--- src/rtl/ssr_pkg.sv ---
`default_nettype none

package ssr_pkg;

	localparam int BYTE_W = 8;
	localparam int CFG_W  = 64;
	localparam int LEN_W  = 4;

	typedef enum logic [1:0] {
		REG_PATTERN_BYTES,
		REG_PATTERN_LEN,
		REG_REPLACE_BYTES,
		REG_REPLACE_LEN
	} cfg_reg_t;

	typedef enum logic [1:0] {
		ST_IDLE,
		ST_SCAN,
		ST_REPL,
		ST_FLUSH
	} ssr_state_t;

	typedef struct packed {
		logic load;
		logic shift;
		logic repl_start;
		logic repl_step;
		logic emit;
		logic emit_final;
	} dp_cmd_t;

	typedef struct packed {
		logic pass;
		logic full_match;
		logic partial;
		logic shift_prefix;
		logic one_left;
		logic empty;
		logic repl_last;
		logic last_q;
		logic out_free;
	} dp_stat_t;

endpackage

`default_nettype wire

--- src/rtl/ssr_in_if.sv ---
`default_nettype none

interface ssr_in_if;
	import ssr_pkg::*;

	logic              valid;
	logic              ready;
	logic [BYTE_W-1:0] in_byte;
	logic              in_last;

	modport source(output valid, output in_byte, output in_last, input ready);
	modport sink(input valid, input in_byte, input in_last, output ready);
endinterface

`default_nettype wire

--- src/rtl/ssr_out_if.sv ---
`default_nettype none

interface ssr_out_if;
	import ssr_pkg::*;

	logic              valid;
	logic              ready;
	logic [BYTE_W-1:0] out_byte;
	logic              run_end;
	logic              text_end;

	modport source(output valid, output out_byte, output run_end, output text_end,
		input ready);
	modport sink(input valid, input out_byte, input run_end, input text_end,
		output ready);
endinterface

`default_nettype wire

--- src/rtl/ssr_ctrl.sv ---
`default_nettype none

module ssr_ctrl (
	input  wire logic              clk,
	input  wire logic              arst_n,
	input  wire logic              in_valid,
	output logic                   in_ready,
	input  wire ssr_pkg::dp_stat_t stat,
	output ssr_pkg::dp_cmd_t       cmd
);
	import ssr_pkg::*;

	ssr_state_t state_q;
	ssr_state_t state_d;
	logic       accept;
	logic       rel_final;

	assign accept    = in_valid && in_ready;
	assign rel_final = stat.shift_prefix && (!stat.last_q || stat.one_left);

	always_ff @(posedge clk or negedge arst_n) begin
		if (!arst_n) begin
			state_q <= ST_IDLE;
		end else begin
			state_q <= state_d;
		end
	end

	always_comb begin
		state_d = state_q;
		case (state_q)
			ST_IDLE: begin
				if (accept) begin
					state_d = stat.pass ? ST_FLUSH : ST_SCAN;
				end
			end
			ST_SCAN: begin
				if (stat.full_match) begin
					state_d = ST_REPL;
				end else if (stat.partial) begin
					state_d = (stat.last_q && !stat.empty) ? ST_FLUSH : ST_IDLE;
				end else if (stat.out_free && rel_final) begin
					state_d = ST_IDLE;
				end
			end
			ST_REPL: begin
				if (stat.out_free && stat.repl_last) begin
					state_d = ST_IDLE;
				end
			end
			ST_FLUSH: begin
				if (stat.out_free && stat.one_left) begin
					state_d = ST_IDLE;
				end
			end
			default: state_d = ST_IDLE;
		endcase
	end

	always_comb begin
		in_ready = 1'b0;
		cmd      = '0;
		case (state_q)
			ST_IDLE: begin
				in_ready = 1'b1;
				cmd.load = accept;
			end
			ST_SCAN: begin
				if (stat.full_match) begin
					cmd.repl_start = 1'b1;
				end else if (!stat.partial && stat.out_free) begin
					cmd.shift      = 1'b1;
					cmd.emit       = 1'b1;
					cmd.emit_final = rel_final;
				end
			end
			ST_REPL: begin
				if (stat.out_free) begin
					cmd.repl_step  = 1'b1;
					cmd.emit       = 1'b1;
					cmd.emit_final = stat.repl_last;
				end
			end
			ST_FLUSH: begin
				if (stat.out_free) begin
					cmd.shift      = 1'b1;
					cmd.emit       = 1'b1;
					cmd.emit_final = stat.one_left;
				end
			end
			default: begin
				in_ready = 1'b0;
			end
		endcase
	end

`ifndef NO_ASSERTIONS
	a_repl_empty: assert property (@(posedge clk) disable iff (!arst_n)
		state_q == ST_REPL |-> stat.empty)
		else $error("replacement in progress while bytes are pending");

	a_flush_nonempty: assert property (@(posedge clk) disable iff (!arst_n)
		state_q == ST_FLUSH |-> !stat.empty)
		else $error("flush entered with nothing pending");
`endif

endmodule

`default_nettype wire

--- src/rtl/ssr_datapath.sv ---
`default_nettype none

module ssr_datapath #(
	parameter int MAX_PATTERN = 8,
	parameter int MAX_REPLACE = 8
) (
	input  wire logic                       clk,
	input  wire logic                       arst_n,
	input  wire logic                       cfg_we,
	input  wire logic [1:0]                 cfg_index,
	input  wire logic [ssr_pkg::CFG_W-1:0]  cfg_data,
	input  wire logic [ssr_pkg::BYTE_W-1:0] in_byte,
	input  wire logic                       in_last,
	input  wire ssr_pkg::dp_cmd_t           cmd,
	output ssr_pkg::dp_stat_t               stat,
	ssr_out_if.source                       result
);
	import ssr_pkg::*;

	localparam int CW  = $clog2(MAX_PATTERN + 1);
	localparam int RCW = $clog2(MAX_REPLACE + 1);
	localparam int RIW = (MAX_REPLACE > 1) ? $clog2(MAX_REPLACE) : 1;

	logic [CFG_W-1:0]  pattern_q;
	logic [LEN_W-1:0]  pattern_len_q;
	logic [CFG_W-1:0]  replace_q;
	logic [LEN_W-1:0]  replace_len_q;

	logic [BYTE_W-1:0] pend_q [MAX_PATTERN];
	logic [CW-1:0]     cnt_q;
	logic              last_q;
	logic [RIW-1:0]    rcnt_q;

	logic              out_valid_q;
	logic [BYTE_W-1:0] out_byte_q;
	logic              run_end_q;
	logic              text_end_q;

	logic [CW-1:0]     plen;
	logic [RCW-1:0]    rlen;
	logic              is_prefix;
	logic              shift_prefix;
	logic [BYTE_W-1:0] rep_byte;
	logic [BYTE_W-1:0] emit_byte;
	logic              pat_clear;

	assign plen = (pattern_len_q > LEN_W'(MAX_PATTERN)) ? CW'(MAX_PATTERN)
		: pattern_len_q[CW-1:0];
	assign rlen = (replace_len_q > LEN_W'(MAX_REPLACE)) ? RCW'(MAX_REPLACE)
		: replace_len_q[RCW-1:0];

	always_comb begin
		is_prefix    = 1'b1;
		shift_prefix = 1'b1;
		for (int i = 0; i < MAX_PATTERN; i++) begin
			if ((CW'(i) < cnt_q) && (pend_q[i] != pattern_q[BYTE_W*i +: BYTE_W])) begin
				is_prefix = 1'b0;
			end
			if (i < MAX_PATTERN - 1) begin
				if ((CW'(i + 1) < cnt_q)
						&& (pend_q[i + 1] != pattern_q[BYTE_W*i +: BYTE_W])) begin
					shift_prefix = 1'b0;
				end
			end
		end
	end

	assign rep_byte  = replace_q[{rcnt_q, 3'b000} +: BYTE_W];
	assign emit_byte = cmd.repl_step ? rep_byte : pend_q[0];

	assign stat.pass         = (plen == '0) || (rlen == '0);
	assign stat.full_match   = (cnt_q == plen) && is_prefix;
	assign stat.partial      = (cnt_q < plen) && is_prefix;
	assign stat.shift_prefix = shift_prefix;
	assign stat.one_left     = (cnt_q == CW'(1));
	assign stat.empty        = (cnt_q == '0);
	assign stat.repl_last    = ((RCW'(rcnt_q) + RCW'(1)) == rlen);
	assign stat.last_q       = last_q;
	assign stat.out_free     = !out_valid_q || result.ready;

	assign pat_clear = cfg_we && ((cfg_index == REG_PATTERN_BYTES)
		|| (cfg_index == REG_PATTERN_LEN));

	always_ff @(posedge clk or negedge arst_n) begin
		if (!arst_n) begin
			pattern_q     <= '0;
			pattern_len_q <= '0;
			replace_q     <= '0;
			replace_len_q <= '0;
		end else if (cfg_we) begin
			case (cfg_index)
				REG_PATTERN_BYTES: pattern_q     <= cfg_data;
				REG_PATTERN_LEN:   pattern_len_q <= cfg_data[LEN_W-1:0];
				REG_REPLACE_BYTES: replace_q     <= cfg_data;
				REG_REPLACE_LEN:   replace_len_q <= cfg_data[LEN_W-1:0];
				default:           pattern_q     <= pattern_q;
			endcase
		end
	end

	always_ff @(posedge clk or negedge arst_n) begin
		if (!arst_n) begin
			cnt_q       <= '0;
			rcnt_q      <= '0;
			last_q      <= 1'b0;
			out_valid_q <= 1'b0;
		end else begin
			if (pat_clear || cmd.repl_start) begin
				cnt_q <= '0;
			end else if (cmd.load) begin
				cnt_q <= cnt_q + CW'(1);
			end else if (cmd.shift) begin
				cnt_q <= cnt_q - CW'(1);
			end
			if (cmd.load) begin
				last_q <= in_last;
			end
			if (cmd.repl_start) begin
				rcnt_q <= '0;
			end else if (cmd.repl_step) begin
				rcnt_q <= rcnt_q + RIW'(1);
			end
			if (cmd.emit) begin
				out_valid_q <= 1'b1;
			end else if (result.ready) begin
				out_valid_q <= 1'b0;
			end
		end
	end

	always_ff @(posedge clk) begin
		for (int i = 0; i < MAX_PATTERN; i++) begin
			if (cmd.load && (cnt_q == CW'(i))) begin
				pend_q[i] <= in_byte;
			end else if (cmd.shift && (i < MAX_PATTERN - 1)) begin
				pend_q[i] <= pend_q[i + 1];
			end
		end
		if (cmd.emit) begin
			out_byte_q <= emit_byte;
			run_end_q  <= cmd.emit_final;
			text_end_q <= cmd.emit_final && last_q;
		end
	end

	assign result.valid    = out_valid_q;
	assign result.out_byte = out_byte_q;
	assign result.run_end  = run_end_q;
	assign result.text_end = text_end_q;

`ifndef NO_ASSERTIONS
	a_no_overwrite: assert property (@(posedge clk) disable iff (!arst_n)
		cmd.emit |-> (!out_valid_q || result.ready))
		else $error("result register overwritten before it was taken");

	a_cnt_bound: assert property (@(posedge clk) disable iff (!arst_n)
		cmd.load |-> (cnt_q < CW'(MAX_PATTERN)))
		else $error("pending buffer overflow");

	a_text_end_empty: assert property (@(posedge clk) disable iff (!arst_n)
		(cmd.emit && cmd.emit_final && last_q) |=> (cnt_q == '0))
		else $error("bytes left pending after the end of the text");
`endif

endmodule

`default_nettype wire

--- src/rtl/stream_substring_replace.sv ---
`default_nettype none

// Streaming find-and-replace: text bytes enter one per transaction on the text
// channel, and every leftmost, non-overlapping occurrence of the pattern is
// replaced on the result channel, one byte per transaction, with run_end on the
// last byte an input caused and text_end on the final byte of the text. A byte
// that only extends a partial match yields no result. Otherwise the result
// bytes of an item leave through the single result register, one byte per
// cycle while the result channel is ready; a full match drops the pending
// bytes before the replacement starts, and a partial match at the end of the
// text is flushed out as it stands. Input is taken only between items, while
// the last result of the previous item may still wait in the result register.
// Pattern and replacement lengths above MAX_PATTERN and MAX_REPLACE saturate,
// a zero length makes the block pass the text through, and writing a pattern
// register discards pending bytes.
module stream_substring_replace #(
	parameter int MAX_PATTERN = 8,
	parameter int MAX_REPLACE = 8
) (
	input  wire logic                      clk,
	input  wire logic                      arst_n,
	input  wire logic                      cfg_we,
	input  wire logic [1:0]                cfg_index,
	input  wire logic [ssr_pkg::CFG_W-1:0] cfg_data,
	ssr_in_if.sink                         text,
	ssr_out_if.source                      result
);
	import ssr_pkg::*;

	dp_cmd_t  cmd;
	dp_stat_t stat;
	logic     ready;

	assign text.ready = ready;

	ssr_ctrl u_ctrl (
		.clk      (clk),
		.arst_n   (arst_n),
		.in_valid (text.valid),
		.in_ready (ready),
		.stat     (stat),
		.cmd      (cmd)
	);

	ssr_datapath #(
		.MAX_PATTERN (MAX_PATTERN),
		.MAX_REPLACE (MAX_REPLACE)
	) u_datapath (
		.clk       (clk),
		.arst_n    (arst_n),
		.cfg_we    (cfg_we),
		.cfg_index (cfg_index),
		.cfg_data  (cfg_data),
		.in_byte   (text.in_byte),
		.in_last   (text.in_last),
		.cmd       (cmd),
		.stat      (stat),
		.result    (result)
	);

endmodule

`default_nettype wire

--- src/flat_wrapper.sv ---
// flat-port wrapper written by rule: the top's interface ports become plain ports
module stream_substring_replace_flat import ssr_pkg::*;
#(
	parameter int MAX_PATTERN = 8,
	parameter int MAX_REPLACE = 8
)
  (clk, arst_n, cfg_we, cfg_index, cfg_data, text_valid, text_in_byte, text_in_last, text_ready, result_valid, result_out_byte, result_run_end, result_text_end, result_ready);
  ssr_in_if text_i ();
  ssr_out_if result_i ();
  input  wire logic clk;
  input  wire logic arst_n;
  input  wire logic cfg_we;
  input  wire logic [1:0] cfg_index;
  input  wire logic [ssr_pkg::CFG_W-1:0] cfg_data;
  input wire logic [$bits(text_i.valid)-1:0] text_valid;
  input wire logic [$bits(text_i.in_byte)-1:0] text_in_byte;
  input wire logic [$bits(text_i.in_last)-1:0] text_in_last;
  output wire logic [$bits(text_i.ready)-1:0] text_ready;
  output wire logic [$bits(result_i.valid)-1:0] result_valid;
  output wire logic [$bits(result_i.out_byte)-1:0] result_out_byte;
  output wire logic [$bits(result_i.run_end)-1:0] result_run_end;
  output wire logic [$bits(result_i.text_end)-1:0] result_text_end;
  input wire logic [$bits(result_i.ready)-1:0] result_ready;
  assign text_i.valid = text_valid;
  assign text_i.in_byte = text_in_byte;
  assign text_i.in_last = text_in_last;
  assign text_ready = text_i.ready;
  assign result_valid = result_i.valid;
  assign result_out_byte = result_i.out_byte;
  assign result_run_end = result_i.run_end;
  assign result_text_end = result_i.text_end;
  assign result_i.ready = result_ready;
  stream_substring_replace #(.MAX_PATTERN(MAX_PATTERN), .MAX_REPLACE(MAX_REPLACE)) u_core (.clk(clk), .arst_n(arst_n), .cfg_we(cfg_we), .cfg_index(cfg_index), .cfg_data(cfg_data), .text(text_i), .result(result_i));
endmodule
--- config.mk ---
export PLATFORM = sky130hd
export DESIGN_NAME = stream_substring_replace_flat
export DESIGN_NICKNAME = d
export VERILOG_FILES = /design/src/rtl/ssr_pkg.sv /design/src/rtl/ssr_in_if.sv /design/src/rtl/ssr_out_if.sv /design/src/rtl/ssr_ctrl.sv /design/src/rtl/ssr_datapath.sv /design/src/rtl/stream_substring_replace.sv /design/src/flat_wrapper.sv
export SDC_FILE = /design/constraint.sdc
export NUM_CORES = 1
export LEC_CHECK = 0
export ABC_AREA = 0
export BUFFER_PORTS_ARGS = -buffer_cell sky130_fd_sc_hd__clkbuf_2
export CAP_MARGIN = 10
export CELL_PAD_IN_SITES_DETAIL_PLACEMENT = 1
export CELL_PAD_IN_SITES_GLOBAL_PLACEMENT = 2
export CORE_MARGIN = 1
export CORE_UTILIZATION = 46
export DETAILED_ROUTE_END_ITERATION = 8
export PLACE_DENSITY = 0.87
export SYNTH_ARGS = -nofsm -noshare
export SYNTH_HDL_FRONTEND = slang
export SYNTH_HIERARCHICAL = 1
export SYNTH_SLANG_ARGS = --single-unit
export TNS_END_PERCENT = 100
--- constraint.sdc ---
create_clock -name clk -period 7 [get_ports clk]
set_clock_uncertainty 0.15 [all_clocks]
set_input_delay 2.1 -clock clk [delete_from_list [all_inputs] [get_ports clk]]
set_output_delay 2.1 -clock clk [all_outputs]
set_load 0.05 [all_outputs]
==> results.toml <==
[synthesis]
synth_xor_area_share_pct = 10.2
synth.most_common_cell = "dfrtp_1"
ys_ff_latch = 221
synth_adder_area_share_pct = 1.03
synth_simple_gate_area_share_pct = 6.48
synth_top_area_share_pct = 33.6
synth_compound_area_share_pct = 2.75
synthFlopType = "dfrtp_1"
synth.largest_area_cell = "dfrtp_1"
synth_edf_count = 74
postSynthAreaPerCell_um2 = 14.0
yosysSeqAreaShare_pct = 53.8
ys_warn_count = 6
synth_top_family_by_area = "multiplexers"
syn-cell-area_um2 = 11000
synthCells = 783
synth.mux.area_fraction_pct = 24.1
synth_commonest_cells = "dfrtp_1, mux2_2, xnor2_1, edfxtp_1, mux2_1"
async_flop_share_pct = 66.5
syn_nets = 872
synthTopCellsByArea = "dfrtp_1, edfxtp_1, mux2_2"
synthDistinctLibCells = 50

[detailed_routing]
wl_per_cell_um = 23.6
dr.first_iter.drc_count = 330
antenna_left = 0
via_per_inst = 5.52
first_pass_iters = 6
routed-via-count = 6714
drc = 1
totalWireLength_um = 28700

[clock_network]
cts_buffer_depth = 3
numClockSinks = 221
root_buffer = "clkbuf_16"
cts_resized = 0
htree_levels = 1
path_clk_slew_ns = 0.06
cts_hold_buf = 0
cts_setup_buffers = 0
numCtsBuffers = 25
cts_tree = "done"
insertion_delay_ns = 0.52

[floorplanning]
core_area_um2 = 23400
dieWidth_um = 156
die-area_um2 = 24500
die_y_um = 156
num_io_pins = 92
floorplan.initialDensity_pct = 46.8
rows = 56

[layout]
fin_area_um2 = 12500
drive_gt1_share_pct = 33.2
n_antenna_cell = 0
syn2layout_area_growth_pct = 14.5
nNetsFinal = 968
regArea_um2 = 5900
multi_input_area_um2 = 4880
fillCellCount = 2388

[placed_design]
dpl-instance-area_um2 = 11700
dp_hpwl_um = 21500
portBuffers = 91
place.gp.congestion = 0.812

[outcome]
violations = "design-rule violations"
status = "finished, violations left"

[grt]
antenna_found_initial = 0
grt_usage_pct = 24.7
grt_pass1_wl_um = 44400
grt_pass1_vias = 7395
grt_max_degree = 65
grt.overflow.total = 0

[hold_path]
hold_class = "flop to flop"
hp-start = "u_core/u_datapath/replace_q[21]$_DFFE_PN0P_"
whs_endpoint = "u_core/u_datapath/replace_q[21]$_DFFE_PN0P_"
min_path_cells = 1

[sta]
relSlewSlack_pct = 29.2
tns_ns = 0
finalSetupViolCount = 0
post-route-period-util_pct = 57.1
fmax_mhz = 250
min_period_ns = 4.00
rsz0062_at_grt = "no"
timing_hold_violations_final = 0
slew_violations = 0
tightest_slew_ns = 1.06

[worst_setup_path]
end_kind = "flop"
crit_required_ns = 7.24
start_kind = "flop"
r2r_slack_ns = 3.00
path_max_fanout = 16
r2r_start = "u_core/u_datapath/cnt_q[1]$_DFFE_PN0P_"
worstSetupPathType = "flop to flop"
crit_arrival_ns = 4.24
r2r-end = "u_core/u_datapath/cnt_q[3]$_DFFE_PN0P_"
reg2regPathDepth = 15

[power_and_ir_drop]
finalPower_mw = 5.49
p_leak_nw = 4.88
power_density_nw_per_um2 = 437
ir_drop_mv = 0.240

[flow_run]
maxCapViolCount = 0
## metrics by stage
step / hold WS [ns] / instances / utilization (%) / setup slack [ns]
3_3_place_gp: 0.319 / 1171 / 50.1 / 3.00
5_1_grt: 0.364 / 1216 / 53.6 / 2.78
6_report: 0.338 / 1216 / 53.6 / 3.00
2_1_floorplan: 0.309 / 783 / - / 3.15
4_1_cts: 0.339 / 1216 / 53.6 / 2.99
3_5_place_dp: 0.325 / 1171 / 50.1 / 2.96
## worst max path at each step
stage                                           start                                         to  slack (ns)  cells past startpoint
6_report       u_core/u_datapath/cnt_q[1]$_DFFE_PN0P_     u_core/u_datapath/cnt_q[3]$_DFFE_PN0P_        3.00                     15
5_1_grt        u_core/u_datapath/cnt_q[1]$_DFFE_PN0P_     u_core/u_datapath/cnt_q[3]$_DFFE_PN0P_        2.78                     15
3_5_place_dp                               text_valid  u_core/u_datapath/pend_q[1][10]$_DFFE_PP_        2.96                      7
3_3_place_gp                               text_valid  u_core/u_datapath/pend_q[1][14]$_DFFE_PP_        3.00                      7
4_1_cts        u_core/u_datapath/cnt_q[0]$_DFFE_PN0P_     u_core/u_datapath/cnt_q[3]$_DFFE_PN0P_        2.99                     15
2_1_floorplan                              text_valid  u_core/u_datapath/pend_q[1][24]$_DFFE_PP_        3.15                      4
## layout by cell type, fill, tap and decap left out, drive strengths merged, types with 11 or more instances in the layout
| cell type | count |
|---|---|
| clkbuf | 131 |
| nand4 | 30 |
| xor2 | 11 |
| mux2 | 194 |
| xnor2 | 117 |
| a21oi | 14 |
| nor2 | 27 |
| mux4 | 16 |
| nand2b | 13 |
| nand2 | 17 |
| o21ai | 14 |
| edfxtp | 74 |
| dfrtp | 147 |
## cell families after synthesis
family          count (synthesis)
compound gates                 48
xor+xnor                      128
fa+ha+maj                       9
buf+inv                        36
flops                         221
mux                           219
simple gates                  122
## registers in the layout, indices dropped and copies added (netlist names)
name	count
u_core/u_datapath/cnt_q	4
u_core/u_datapath/result.valid	1
u_core/u_datapath/pattern_q	64
u_core/u_datapath/result.run_end	1
u_core/u_datapath/pattern_len_q	4
u_core/u_ctrl/state_q	2
u_core/u_datapath/replace_len_q	4
u_core/u_datapath/result.text_end	1
u_core/u_datapath/pend_q	64
u_core/u_datapath/rcnt_q	3
u_core/u_datapath/replace_q	64
u_core/u_datapath/result.out_byte	8
u_core/u_datapath/last_q	1
## power by group
group / internal (mW) / switching [mW] / total, mW / leakage, nW
Sequential: 1.85 / 0.491 / 2.34 / 2.44
Combinational: 0.902 / 0.955 / 1.86 / 2.03
Clock: 0.778 / 0.511 / 1.29 / 0.407
Total: 3.53 / 1.96 / 5.49 / 4.88
## final cells by class
class                   count  area share, %
multi-input cells         526           38.9
flip-flops and latches    221           47.0
clock inverters             4          0.199
inverters                   7          0.209
well taps                 319           3.18
repair buffers             98           4.10
clock buffers              41           6.37
## critical path, cell delays in order, from the launching register on
cell	delay (ns)
dfrtp_1	0.48
inv_1	0.15
ha_1	0.28
o21ai_0	0.47
o21ai_0	0.20
o2111ai_1	0.25
nor4b_2	0.14
nor4b_4	0.45
a21oi_1	0.08
nor2b_1	0.13
buf_4	0.23
nand2b_1	0.12
or4_1	0.42
o31ai_1	0.10
xnor2_1	0.16
nor2_1	0.06
## layer usage
| metal | vias up | GRT usage, % | wire [um] |
|---|---|---|---|
| li1 | 3060 | - | - |
| met1 | 3453 | 31.6 | 12000 |
| met2 | 150 | 44.1 | 14700 |
| met3 | 51 | 2.88 | 1130 |
| met4 | 0 | 6.82 | 786 |
| met5 | - | 0 | 0 |
(Power assumes the default switching activity.)
